===== src/hdl/positional_list_store_unit_assert.svh =====
// Assertion macros for the positional list store.
// Included by the modules that carry concurrent checks; no other dependencies.
`ifndef POSITIONAL_LIST_STORE_UNIT_ASSERT_SVH
`define POSITIONAL_LIST_STORE_UNIT_ASSERT_SVH

`ifndef NO_ASSERTIONS
// Property must hold at every clock edge outside reset.
`define PLS_ASSERT(label, clk, rst_n, prop, msg) \
  label: assert property (@(posedge clk) disable iff (!rst_n) (prop)) else $error(msg);
// Condition must never be true outside reset.
`define PLS_ASSERT_NEVER(label, clk, rst_n, cond, msg) \
  label: assert property (@(posedge clk) disable iff (!rst_n) !(cond)) else $error(msg);
`else
`define PLS_ASSERT(label, clk, rst_n, prop, msg)
`define PLS_ASSERT_NEVER(label, clk, rst_n, cond, msg)
`endif

`endif


===== src/hdl/pls_pkg.sv =====
// Shared constants, codes and controller/datapath structs of the positional list store.
// No dependencies.
package pls_pkg;

  localparam int Depth   = 16;
  localparam int DataW   = 32;
  localparam int KindW   = 3;
  localparam int ValueW  = 32;
  localparam int PosW    = 5;
  localparam int StatusW = 2;
  localparam int CountW  = 5;
  localparam int CntW    = $clog2(Depth + 1);
  localparam int IdxW    = $clog2(Depth);
  localparam int CmpW    = ((CntW > PosW) ? CntW : PosW) + 1;

  typedef enum logic [KindW-1:0] {
    KIND_INS_FIRST = 3'd0,
    KIND_INS_LAST  = 3'd1,
    KIND_INS_AT    = 3'd2,
    KIND_DEL_FIRST = 3'd3,
    KIND_DEL_LAST  = 3'd4,
    KIND_DEL_AT    = 3'd5,
    KIND_DUMP      = 3'd6
  } kind_e;

  typedef enum logic [StatusW-1:0] {
    STATUS_OK      = 2'd0,
    STATUS_BAD_POS = 2'd1,
    STATUS_FULL    = 2'd2,
    STATUS_EMPTY   = 2'd3
  } status_e;

  // Commands from the controller to the datapath.
  typedef struct packed {
    logic latch_req;   // capture the accepted request
    logic exec_op;     // apply the operation and load its status result
    logic dump_load;   // load the next dumped entry as a result
  } cmd_t;

  // Status from the datapath to the controller.
  typedef struct packed {
    logic out_free;       // result register can take a new result this cycle
    logic dump_nonempty;  // latched request is a dump of a non-empty list
    logic dump_last;      // the current dump entry is the final one
  } stat_t;

endpackage


===== src/hdl/pls_if.sv =====
// Request and result channel interfaces of the positional list store.
// Depends on pls_pkg for field widths.
interface pls_req_if import pls_pkg::*; ();
  logic                     valid;
  logic                     ready;
  logic        [KindW-1:0]  kind;
  logic signed [ValueW-1:0] value;
  logic        [PosW-1:0]   position;

  modport source (output valid, kind, value, position, input ready);
  modport sink   (input valid, kind, value, position, output ready);
endinterface

interface pls_rsp_if import pls_pkg::*; ();
  logic                     valid;
  logic                     ready;
  logic        [StatusW-1:0] status;
  logic        [CountW-1:0]  count;
  logic                      has_element;
  logic signed [ValueW-1:0]  element;
  logic                      is_last;

  modport source (output valid, status, count, has_element, element, is_last, input ready);
  modport sink   (input valid, status, count, has_element, element, is_last, output ready);
endinterface


===== src/hdl/pls_datapath.sv =====
// Datapath of the positional list store: request register, entry shift array,
// count, dump index and result register. Depends on pls_pkg and the assert macros.
`include "positional_list_store_unit_assert.svh"

module pls_datapath import pls_pkg::*; (
  input  logic                      clk_i,
  input  logic                      rst_ni,
  input  cmd_t                      cmd_i,
  output stat_t                     stat_o,
  input  logic        [KindW-1:0]   kind_i,
  input  logic signed [ValueW-1:0]  value_i,
  input  logic        [PosW-1:0]    position_i,
  input  logic                      rsp_ready_i,
  output logic                      rsp_valid_o,
  output logic        [StatusW-1:0] rsp_status_o,
  output logic        [CountW-1:0]  rsp_count_o,
  output logic                      rsp_has_element_o,
  output logic signed [ValueW-1:0]  rsp_element_o,
  output logic                      rsp_is_last_o
);

  logic        [KindW-1:0]  kind_q;
  logic signed [DataW-1:0]  value_q;
  logic        [PosW-1:0]   pos_q;
  logic        [CntW-1:0]   count_q, count_d;
  logic        [IdxW-1:0]   idx_q;
  logic signed [DataW-1:0]  entries_q [Depth];
  logic                     out_valid_q;
  logic        [StatusW-1:0] out_status_q;
  logic        [CountW-1:0]  out_count_q;
  logic                      out_has_q;
  logic signed [ValueW-1:0]  out_elem_q;
  logic                      out_last_q;

  logic                do_ins, do_del;
  logic [IdxW-1:0]     tgt;
  status_e             op_status;
  logic                full, empty;
  logic [CmpW-1:0]     pos_c, cnt_c;

  assign full  = (count_q == CntW'(Depth));
  assign empty = (count_q == '0);
  assign pos_c = CmpW'(pos_q);
  assign cnt_c = CmpW'(count_q);

  // Decode the latched request into a shift direction and a target slot.
  always_comb begin
    do_ins    = 1'b0;
    do_del    = 1'b0;
    tgt       = '0;
    op_status = STATUS_OK;
    case (kind_e'(kind_q))
      KIND_INS_FIRST: begin
        if (full) op_status = STATUS_FULL;
        else do_ins = 1'b1;
      end
      KIND_INS_LAST: begin
        if (full) op_status = STATUS_FULL;
        else begin
          do_ins = 1'b1;
          tgt    = IdxW'(count_q);
        end
      end
      KIND_INS_AT: begin
        if (full) op_status = STATUS_FULL;
        else if (pos_c == '0 || pos_c > cnt_c + CmpW'(1)) op_status = STATUS_BAD_POS;
        else begin
          do_ins = 1'b1;
          tgt    = IdxW'(pos_c - CmpW'(1));
        end
      end
      KIND_DEL_FIRST: begin
        if (empty) op_status = STATUS_EMPTY;
        else do_del = 1'b1;
      end
      KIND_DEL_LAST: begin
        if (empty) op_status = STATUS_EMPTY;
        else begin
          do_del = 1'b1;
          tgt    = IdxW'(count_q - CntW'(1));
        end
      end
      KIND_DEL_AT: begin
        if (empty) op_status = STATUS_EMPTY;
        else if (pos_c == '0 || pos_c > cnt_c) op_status = STATUS_BAD_POS;
        else begin
          do_del = 1'b1;
          tgt    = IdxW'(pos_c - CmpW'(1));
        end
      end
      KIND_DUMP: op_status = STATUS_OK;
      default:   op_status = STATUS_BAD_POS;
    endcase
  end

  always_comb begin
    count_d = count_q;
    if (cmd_i.exec_op && do_ins) count_d = count_q + CntW'(1);
    else if (cmd_i.exec_op && do_del) count_d = count_q - CntW'(1);
  end

  assign stat_o.out_free      = !out_valid_q || rsp_ready_i;
  assign stat_o.dump_nonempty = (kind_q == KIND_DUMP) && !empty;
  assign stat_o.dump_last     = ((CntW'(idx_q) + CntW'(1)) == count_q);

  always_ff @(posedge clk_i) begin
    if (cmd_i.latch_req) begin
      kind_q  <= kind_i;
      value_q <= DataW'(value_i);
      pos_q   <= position_i;
    end
  end

  // Each entry takes its neighbor below on an insert and above on a delete.
  for (genvar g = 0; g < Depth; g++) begin : g_entry
    always_ff @(posedge clk_i) begin
      if (cmd_i.exec_op && do_ins) begin
        if (IdxW'(g) == tgt) begin
          entries_q[g] <= value_q;
        end else if (g > 0 && IdxW'(g) > tgt && CntW'(g) <= count_q) begin
          entries_q[g] <= entries_q[(g > 0) ? g - 1 : 0];
        end
      end else if (cmd_i.exec_op && do_del) begin
        if (g < Depth - 1 && IdxW'(g) >= tgt && CntW'(g + 1) < count_q) begin
          entries_q[g] <= entries_q[(g < Depth - 1) ? g + 1 : g];
        end
      end
    end
  end

  always_ff @(posedge clk_i or negedge rst_ni) begin
    if (!rst_ni) begin
      count_q     <= '0;
      idx_q       <= '0;
      out_valid_q <= 1'b0;
    end else begin
      count_q <= count_d;
      if (cmd_i.latch_req) idx_q <= '0;
      else if (cmd_i.dump_load) idx_q <= idx_q + IdxW'(1);
      if (cmd_i.exec_op || cmd_i.dump_load) out_valid_q <= 1'b1;
      else if (rsp_ready_i) out_valid_q <= 1'b0;
    end
  end

  always_ff @(posedge clk_i) begin
    if (cmd_i.exec_op) begin
      out_status_q <= op_status;
      out_count_q  <= CountW'(count_d);
      out_has_q    <= 1'b0;
      out_elem_q   <= '0;
      out_last_q   <= 1'b1;
    end else if (cmd_i.dump_load) begin
      out_status_q <= STATUS_OK;
      out_count_q  <= CountW'(count_q);
      out_has_q    <= 1'b1;
      out_elem_q   <= ValueW'(entries_q[idx_q]);
      out_last_q   <= stat_o.dump_last;
    end
  end

  assign rsp_valid_o       = out_valid_q;
  assign rsp_status_o      = out_status_q;
  assign rsp_count_o       = out_count_q;
  assign rsp_has_element_o = out_has_q;
  assign rsp_element_o     = out_elem_q;
  assign rsp_is_last_o     = out_last_q;

  `PLS_ASSERT(a_count_bound, clk_i, rst_ni, count_q <= CntW'(Depth), "count exceeds depth")
  `PLS_ASSERT_NEVER(a_no_overwrite, clk_i, rst_ni,
      out_valid_q && !rsp_ready_i && (cmd_i.exec_op || cmd_i.dump_load),
      "result overwritten before it was taken")
  `PLS_ASSERT_NEVER(a_dump_nonempty, clk_i, rst_ni, cmd_i.dump_load && empty,
      "dump entry loaded from an empty list")
  `PLS_ASSERT(a_count_stable, clk_i, rst_ni, !cmd_i.exec_op |=> $stable(count_q),
      "count changed without an operation")

endmodule


===== src/hdl/pls_ctrl.sv =====
// Controller of the positional list store: accepts requests and sequences
// operations and dump results. Depends on pls_pkg.
module pls_ctrl import pls_pkg::*; (
  input  logic  clk_i,
  input  logic  rst_ni,
  input  logic  req_valid_i,
  output logic  req_ready_o,
  input  stat_t stat_i,
  output cmd_t  cmd_o
);

  typedef enum logic [2:0] {
    ST_IDLE = 3'b001,
    ST_EXEC = 3'b010,
    ST_DUMP = 3'b100
  } state_e;

  state_e state_q, state_d;

  always_comb begin
    state_d     = state_q;
    req_ready_o = 1'b0;
    cmd_o       = '0;
    case (state_q)
      ST_IDLE: begin
        req_ready_o = 1'b1;
        if (req_valid_i) begin
          cmd_o.latch_req = 1'b1;
          state_d         = ST_EXEC;
        end
      end
      ST_EXEC: begin
        if (stat_i.out_free) begin
          if (stat_i.dump_nonempty) begin
            cmd_o.dump_load = 1'b1;
            state_d         = stat_i.dump_last ? ST_IDLE : ST_DUMP;
          end else begin
            cmd_o.exec_op = 1'b1;
            state_d       = ST_IDLE;
          end
        end
      end
      ST_DUMP: begin
        if (stat_i.out_free) begin
          cmd_o.dump_load = 1'b1;
          if (stat_i.dump_last) state_d = ST_IDLE;
        end
      end
      default: state_d = ST_IDLE;
    endcase
  end

  always_ff @(posedge clk_i or negedge rst_ni) begin
    if (!rst_ni) begin
      state_q <= ST_IDLE;
    end else begin
      state_q <= state_d;
    end
  end

endmodule


===== src/hdl/positional_list_store_unit.sv =====
// A request is captured in the request register; the execute state then registers its result.
// A new request is taken only in idle, after the last result or dump entry has been loaded.
// A stalled result register holds the controller in its execute or dump state.
// Reset: asynchronous, active low; the list is empty, storage is not cleared.
// Top level of the positional list store; depends on pls_pkg, the interfaces,
// pls_ctrl and pls_datapath.
module positional_list_store_unit import pls_pkg::*; (
  input  logic      clk_i,
  input  logic      rst_ni,
  pls_req_if.sink   req_i,
  pls_rsp_if.source rsp_o
);

  // The controller decides when a request is taken and when a result is loaded.
  // The datapath holds the list as a row of registers that all shift together
  // on an insert or a delete, so every edit is applied when the execute state issues it.
  // A dump walks an index over the live entries, one result per cycle, as long
  // as the result register is free or being emptied.

  cmd_t  cmd;
  stat_t stat;

  pls_ctrl u_ctrl (
    .clk_i       (clk_i),
    .rst_ni      (rst_ni),
    .req_valid_i (req_i.valid),
    .req_ready_o (req_i.ready),
    .stat_i      (stat),
    .cmd_o       (cmd)
  );

  // The result register sits between the datapath and the result channel, so
  // a new request is accepted while an earlier result still waits.
  pls_datapath u_datapath (
    .clk_i             (clk_i),
    .rst_ni            (rst_ni),
    .cmd_i             (cmd),
    .stat_o            (stat),
    .kind_i            (req_i.kind),
    .value_i           (req_i.value),
    .position_i        (req_i.position),
    .rsp_ready_i       (rsp_o.ready),
    .rsp_valid_o       (rsp_o.valid),
    .rsp_status_o      (rsp_o.status),
    .rsp_count_o       (rsp_o.count),
    .rsp_has_element_o (rsp_o.has_element),
    .rsp_element_o     (rsp_o.element),
    .rsp_is_last_o     (rsp_o.is_last)
  );

endmodule


===== src/flat_wrapper.sv =====
// flat-port wrapper written by rule: the top's interface ports become plain ports
module positional_list_store_unit_flat import pls_pkg::*;
  (clk_i, rst_ni, req_i_valid, req_i_kind, req_i_value, req_i_position, req_i_ready, rsp_o_valid, rsp_o_status, rsp_o_count, rsp_o_has_element, rsp_o_element, rsp_o_is_last, rsp_o_ready);
  pls_req_if req_i_i ();
  pls_rsp_if rsp_o_i ();
  input  logic clk_i;
  input  logic rst_ni;
  input wire logic [$bits(req_i_i.valid)-1:0] req_i_valid;
  input wire logic [$bits(req_i_i.kind)-1:0] req_i_kind;
  input wire logic [$bits(req_i_i.value)-1:0] req_i_value;
  input wire logic [$bits(req_i_i.position)-1:0] req_i_position;
  output wire logic [$bits(req_i_i.ready)-1:0] req_i_ready;
  output wire logic [$bits(rsp_o_i.valid)-1:0] rsp_o_valid;
  output wire logic [$bits(rsp_o_i.status)-1:0] rsp_o_status;
  output wire logic [$bits(rsp_o_i.count)-1:0] rsp_o_count;
  output wire logic [$bits(rsp_o_i.has_element)-1:0] rsp_o_has_element;
  output wire logic [$bits(rsp_o_i.element)-1:0] rsp_o_element;
  output wire logic [$bits(rsp_o_i.is_last)-1:0] rsp_o_is_last;
  input wire logic [$bits(rsp_o_i.ready)-1:0] rsp_o_ready;
  assign req_i_i.valid = req_i_valid;
  assign req_i_i.kind = req_i_kind;
  assign req_i_i.value = req_i_value;
  assign req_i_i.position = req_i_position;
  assign req_i_ready = req_i_i.ready;
  assign rsp_o_valid = rsp_o_i.valid;
  assign rsp_o_status = rsp_o_i.status;
  assign rsp_o_count = rsp_o_i.count;
  assign rsp_o_has_element = rsp_o_i.has_element;
  assign rsp_o_element = rsp_o_i.element;
  assign rsp_o_is_last = rsp_o_i.is_last;
  assign rsp_o_i.ready = rsp_o_ready;
  positional_list_store_unit u_core (.clk_i(clk_i), .rst_ni(rst_ni), .req_i(req_i_i), .rsp_o(rsp_o_i));
endmodule

===== config.mk =====
export PLATFORM = sky130hd
export DESIGN_NAME = positional_list_store_unit_flat
export DESIGN_NICKNAME = d
export VERILOG_FILES = /design/src/hdl/pls_pkg.sv /design/src/hdl/pls_if.sv /design/src/hdl/pls_datapath.sv /design/src/hdl/pls_ctrl.sv /design/src/hdl/positional_list_store_unit.sv /design/src/flat_wrapper.sv
export VERILOG_INCLUDE_DIRS = /design/src /design/src/hdl
export SDC_FILE = /design/constraint.sdc
export NUM_CORES = 1
export LEC_CHECK = 0
export BUFFER_PORTS_ARGS = -buffer_cell sky130_fd_sc_hd__buf_2
export CORE_UTILIZATION = 55
export CTS_BUF_LIST = sky130_fd_sc_hd__clkbuf_2
export DETAILED_ROUTE_END_ITERATION = 10
export PLACE_DENSITY = 0.72
export SETUP_SLACK_MARGIN = 0.3
export SLEW_MARGIN = 10
export SYNTH_ARGS = -nofsm -noshare
export SYNTH_HDL_FRONTEND = slang
export SYNTH_SLANG_ARGS = --single-unit

===== constraint.sdc =====
create_clock -name clk_i -period 8.1 [get_ports clk_i]
set_input_delay 0.81 -clock clk_i [delete_from_list [all_inputs] [get_ports clk_i]]
set_output_delay 0.81 -clock clk_i [all_outputs]
set_load 0.1 [all_outputs]

==> flow_summary_export.csv <==
group,metric,value,unit
job,max_cap_violations,0,
sta,timing.final.max_slew_violations,0,
synthesis,synth_sequential_area_ratio,50.9,%
synthesis,syn-instance-count,2814,
clock_network,cts.repair.resized,0,
sta,unrepaired_setup_endpoints_after_global_routing,"no",
placed_design,place_ws,1.63,ns
grt,overflow,0,
power,share_clk_of_total_power,24.7,%
grt,grt_max_degree,66,
power,share_comb_of_total_power,29.4,%
floorplanning,die_h,254,um
min_path,hold_class,"primary input to flop",
detailed_routing,vias,25595,
synthesis,ys_dominant_reg_cell,"sky130_fd_sc_hd__edfxtp_1",
grt,grt_antenna_before_repair,4,
placed_design,gpl.final_weighted_congestion,0.910,
clock_network,clk_pin_slew,0.09,ns
clock_network,cts_setup_buffers,0,
power,leakage,0.0146,uW
worst_setup_path,timing.critical_path.arrival,7.45,ns
detailed_routing,mean_number_of_vias_per_cell,6.57,
sta,max_slew_headroom_at_the_worst_pin,22.0,%
detailed_routing,post_drt_wl_per_cell,25.9,um
grt,first_global_vias,25385,
synthesis,syn_nets,2875,
min_path,min_path_cells,2,
worst_setup_path,cp_max_fo,33,
run_status,result_of_the_run,"completed",
worst_setup_path,critical_path.startpoint_type,"flop",
placed_design,port_buffers,86,
worst_setup_path,worst-r2r-setup-slack,1.64,ns
clock_network,cts_tree,"done",
grt,grt_use_total,31.8,%
synthesis,synth.cell_area,35000,um2
synthesis,ys_ff_latch,606,
clock_network,clkSinkCount,606,
final_layout,final_layout_size_suffix_gt1_share,28.6,%
floorplanning,die_area,64600,um2
sta,setup_viol,0,
sta,final_hold_viol_count,0,
synthesis,yosysTopAreaCellShare,48.0,%
synthesis,synth_top_area_cell,"sky130_fd_sc_hd__edfxtp_1",
worst_setup_path,timing.rr.start,"u_core.u_datapath.count_q[2]",
detailed_routing,drtIter0Drc,2816,
power,p_switching,3530,uW
sta,fin_crit_sh,79.7,%
worst_setup_path,timing.critical_path.required,9.09,ns
power,totalPowerFinal,9340,uW
min_path,hold_start,"req_i_value[14]",
detailed_routing,drt_drc_violations_left,0,
placed_design,place_inst,3545,
clock_network,htree_levels,4,
sta,maximum_clock_skew_at_final_layout,0.122,ns
floorplanning,die_width,254,um
sta,fin_worst_hold_slack,0.141,ns
clock_network,ctsRootBufferMaster,"sky130_fd_sc_hd__clkbuf_2",
clock_network,worstSkewPairLatency,1.42,ns
synthesis,synth_area_leaders,"sky130_fd_sc_hd__edfxtp_1 48%, sky130_fd_sc_hd__mux4_2 10%, sky130_fd_sc_hd__mux2i_1 7.4%",
power,power_dens_cells,244,nW/um2
power,power.share.switching,37.8,%
final_layout,fin_cells,3895,
detailed_routing,detail-route-antenna-nets,0,
floorplanning,initial_core_util,55.5,%
floorplanning,core.rowCount,92,
power,vdd_ir_drop_max,219,uV
clock_network,cts.path.max_buffers,3,
min_path,min_to,"u_core.u_datapath.value_q[14]",
power,share_seq_of_total_power,45.9,%
sta,post-route-worst-setup-slack,1.64,ns
floorplanning,io_pins,87,
sta,setup_tns,0,ns
sta,period_needed,6.46,ns
synthesis,library_cells_used_by_synthesis,82,
detailed_routing,dr.pass1.iters,6,
grt,grt_pass1_wl,154000,um
placed_design,place_hpwl,59100,um
synthesis,postSynthAreaPerCell,12.4,um2
floorplanning,core-area,63000,um2
worst_setup_path,type_of_the_worst_setup_path,"flop to flop",
clock_network,cts-buffers-inserted,161,
sta,worst_slew_pin_slew,1.17,ns
synthesis,async_flop_share,2.15,%
power,internal_power,5810,uW
detailed_routing,routed_wl,101000,um
final_layout,final_stage_net_count,2979,
synthesis,synth_edf_count,559,
worst_setup_path,critical_path.endpoint_type,"flop",
sta,achievable-frequency,155,MHz
synthesis,yosys_warning_count,0,
worst_setup_path,r2r.worst_path.cells,12,
worst_setup_path,rr_endpoint,"u_core.u_datapath.entries_q[1][19]",
final_layout,area_growth_syn_to_layout,9.28,%
## critical path, cell delays in order (launching register included)
cell and delay, ns:
sky130_fd_sc_hd__dfrtp_1 0.71, sky130_fd_sc_hd__inv_1 0.36, sky130_fd_sc_hd__nor2_1 0.45, sky130_fd_sc_hd__nand2_1 0.13, sky130_fd_sc_hd__xnor2_1 0.29, sky130_fd_sc_hd__ha_1 0.30
sky130_fd_sc_hd__and3_1 0.16, sky130_fd_sc_hd__and3_1 0.20, sky130_fd_sc_hd__a221oi_1 0.47, sky130_fd_sc_hd__a2111oi_0 0.22, sky130_fd_sc_hd__nor4_4 0.78, sky130_fd_sc_hd__nand4_4 0.88
sky130_fd_sc_hd__nand3_2 1.13
## power by group through the flow
| stage | Sequential [uW] | Clock, uW | Combinational, uW |
|---|---|---|---|
| after floorplan | 4750 | 0 | 1550 |
| after global placement | 4320 | 0 | 2640 |
| after detailed placement | 4340 | 0 | 2700 |
| after CTS | 4270 | 2350 | 2720 |
| after global routing | 4330 | 2500 | 2910 |
| final | 4280 | 2310 | 2750 |
## synth_stat cells, types with 5 or more instances
| cell | n |
|---|---|
| sky130_fd_sc_hd__inv_1 | 7 |
| sky130_fd_sc_hd__buf_1 | 21 |
| sky130_fd_sc_hd__mux4_2 | 160 |
| sky130_fd_sc_hd__ha_1 | 17 |
| sky130_fd_sc_hd__nand2b_1 | 7 |
| sky130_fd_sc_hd__o22a_1 | 32 |
| sky130_fd_sc_hd__a21oi_1 | 276 |
| sky130_fd_sc_hd__mux2_2 | 215 |
| sky130_fd_sc_hd__mux2_1 | 105 |
| sky130_fd_sc_hd__buf_2 | 58 |
| sky130_fd_sc_hd__nor2_1 | 220 |
| sky130_fd_sc_hd__buf_6 | 6 |
| sky130_fd_sc_hd__nor3b_1 | 5 |
| sky130_fd_sc_hd__or3_1 | 7 |
| sky130_fd_sc_hd__xnor2_1 | 17 |
| sky130_fd_sc_hd__nor3_1 | 48 |
| sky130_fd_sc_hd__nand3b_1 | 7 |
| sky130_fd_sc_hd__mux2i_1 | 259 |
| sky130_fd_sc_hd__dfrtp_1 | 12 |
| sky130_fd_sc_hd__dfxtp_1 | 34 |
| sky130_fd_sc_hd__nor2b_1 | 7 |
| sky130_fd_sc_hd__nand3_1 | 155 |
| sky130_fd_sc_hd__clkbuf_1 | 171 |
| sky130_fd_sc_hd__edfxtp_1 | 559 |
| sky130_fd_sc_hd__nand2_1 | 198 |
| sky130_fd_sc_hd__o21ai_0 | 110 |
## placed cells by master, fill, tap and decap left out, types with 5 or more instances in the layout
master,count
sky130_fd_sc_hd__nand2b_1,6
sky130_fd_sc_hd__mux4_2,160
sky130_fd_sc_hd__nand3b_1,7
sky130_fd_sc_hd__xnor2_1,17
sky130_fd_sc_hd__mux2_2,215
sky130_fd_sc_hd__nand3_2,13
sky130_fd_sc_hd__buf_2,86
sky130_fd_sc_hd__clkbuf_2,267
sky130_fd_sc_hd__nor2_1,219
sky130_fd_sc_hd__o22a_1,32
sky130_fd_sc_hd__or3_1,6
sky130_fd_sc_hd__nor3b_1,5
sky130_fd_sc_hd__ha_1,17
sky130_fd_sc_hd__buf_4,58
sky130_fd_sc_hd__dfrtp_1,8
sky130_fd_sc_hd__clkinv_1,9
sky130_fd_sc_hd__inv_1,7
sky130_fd_sc_hd__nand3_1,142
sky130_fd_sc_hd__nor2b_1,7
sky130_fd_sc_hd__mux2_1,105
sky130_fd_sc_hd__inv_2,7
sky130_fd_sc_hd__nand2_1,195
sky130_fd_sc_hd__edfxtp_1,559
sky130_fd_sc_hd__a21oi_1,274
sky130_fd_sc_hd__dfxtp_1,34
sky130_fd_sc_hd__nor3_1,48
sky130_fd_sc_hd__diode_2,7
sky130_fd_sc_hd__o21ai_0,110
sky130_fd_sc_hd__dlygate4sd3_1,56
sky130_fd_sc_hd__mux2i_1,259
## state kept, by name (all words and copies together) (netlist names), 2 cells and up
| register | count |
|---|---|
| u_core.u_datapath.entries_q | 512 |
| u_core.u_ctrl.state_q | 3 |
| u_core.u_datapath.rsp_count_o | 5 |
| u_core.u_datapath.count_q | 5 |
| u_core.u_datapath.kind_q | 3 |
| u_core.u_datapath.value_q | 32 |
| u_core.u_datapath.rsp_status_o | 2 |
| u_core.u_datapath.rsp_element_o | 32 |
| u_core.u_datapath.idx_q | 4 |
| u_core.u_datapath.pos_q | 5 |
## logic make-up after synthesis
kind of cell / after synthesis / synth area share, %
xor+xnor: 19 / 0.476
fa+ha+maj: 17 / 0.608
flops: 606 / 50.9
simple gates: 691 / 9.05
buf+inv: 268 / 3.25
mux: 739 / 28.0
compound gates: 474 / 7.71
## how the worst max path moves through the flow
stage / from / to / slack (ns) / depth (start not counted)
6_report: u_core.u_datapath.count_q[2] / u_core.u_datapath.entries_q[1][19] / 1.64 / 12
5_1_grt: u_core.u_datapath.count_q[2] / u_core.u_datapath.entries_q[1][19] / 1.21 / 12
4_1_cts: u_core.u_datapath.count_q[2] / u_core.u_datapath.entries_q[1][19] / 1.63 / 12
3_5_place_dp: u_core.u_datapath.count_q[2] / u_core.u_datapath.entries_q[1][19] / 1.63 / 12
3_3_place_gp: u_core.u_datapath.count_q[2] / u_core.u_datapath.entries_q[1][16] / 1.74 / 12
2_1_floorplan: u_core.u_datapath.count_q[2] / u_core.u_datapath.entries_q[7][0] / 0.67 / 15
## per-layer routing
layer | track usage (%) | part of all wire, %
met2 | 50.2 | 47
met5 | 0 | 0.013
met4 | 14.5 | 3.8
met1 | 42.2 | 39
met3 | 7.11 | 9.6
## stage by stage
stage | util (%) | area [um2]
after floorplan | - | 35000
after global placement | 57.4 | 36100
after detailed placement | 57.4 | 36100
after CTS | 60.7 | 38200
after global routing | 60.7 | 38200
final | 60.7 | 38200
## final cells by class
type / count / area, um2
Antenna cell: 7 / 17.5
Clock buffer: 267 / 1340
Clock inverter: 20 / 186
Fill cell: 4983 / 24800
Inverter: 9 / 33.8
Multi-Input combinational cell: 1940 / 16400
Sequential cell: 606 / 17800
Tap cell: 846 / 1060
Timing Repair Buffer: 200 / 1430
## what timing repair did
| action | in CTS | in global routing |
|---|---|---|
| endpoints found under the setup margin | 0 | 0 |
| hold endpoints to repair | 57 | 0 |
| hold buffers | 56 | 0 |
(Power assumes the default switching activity.)
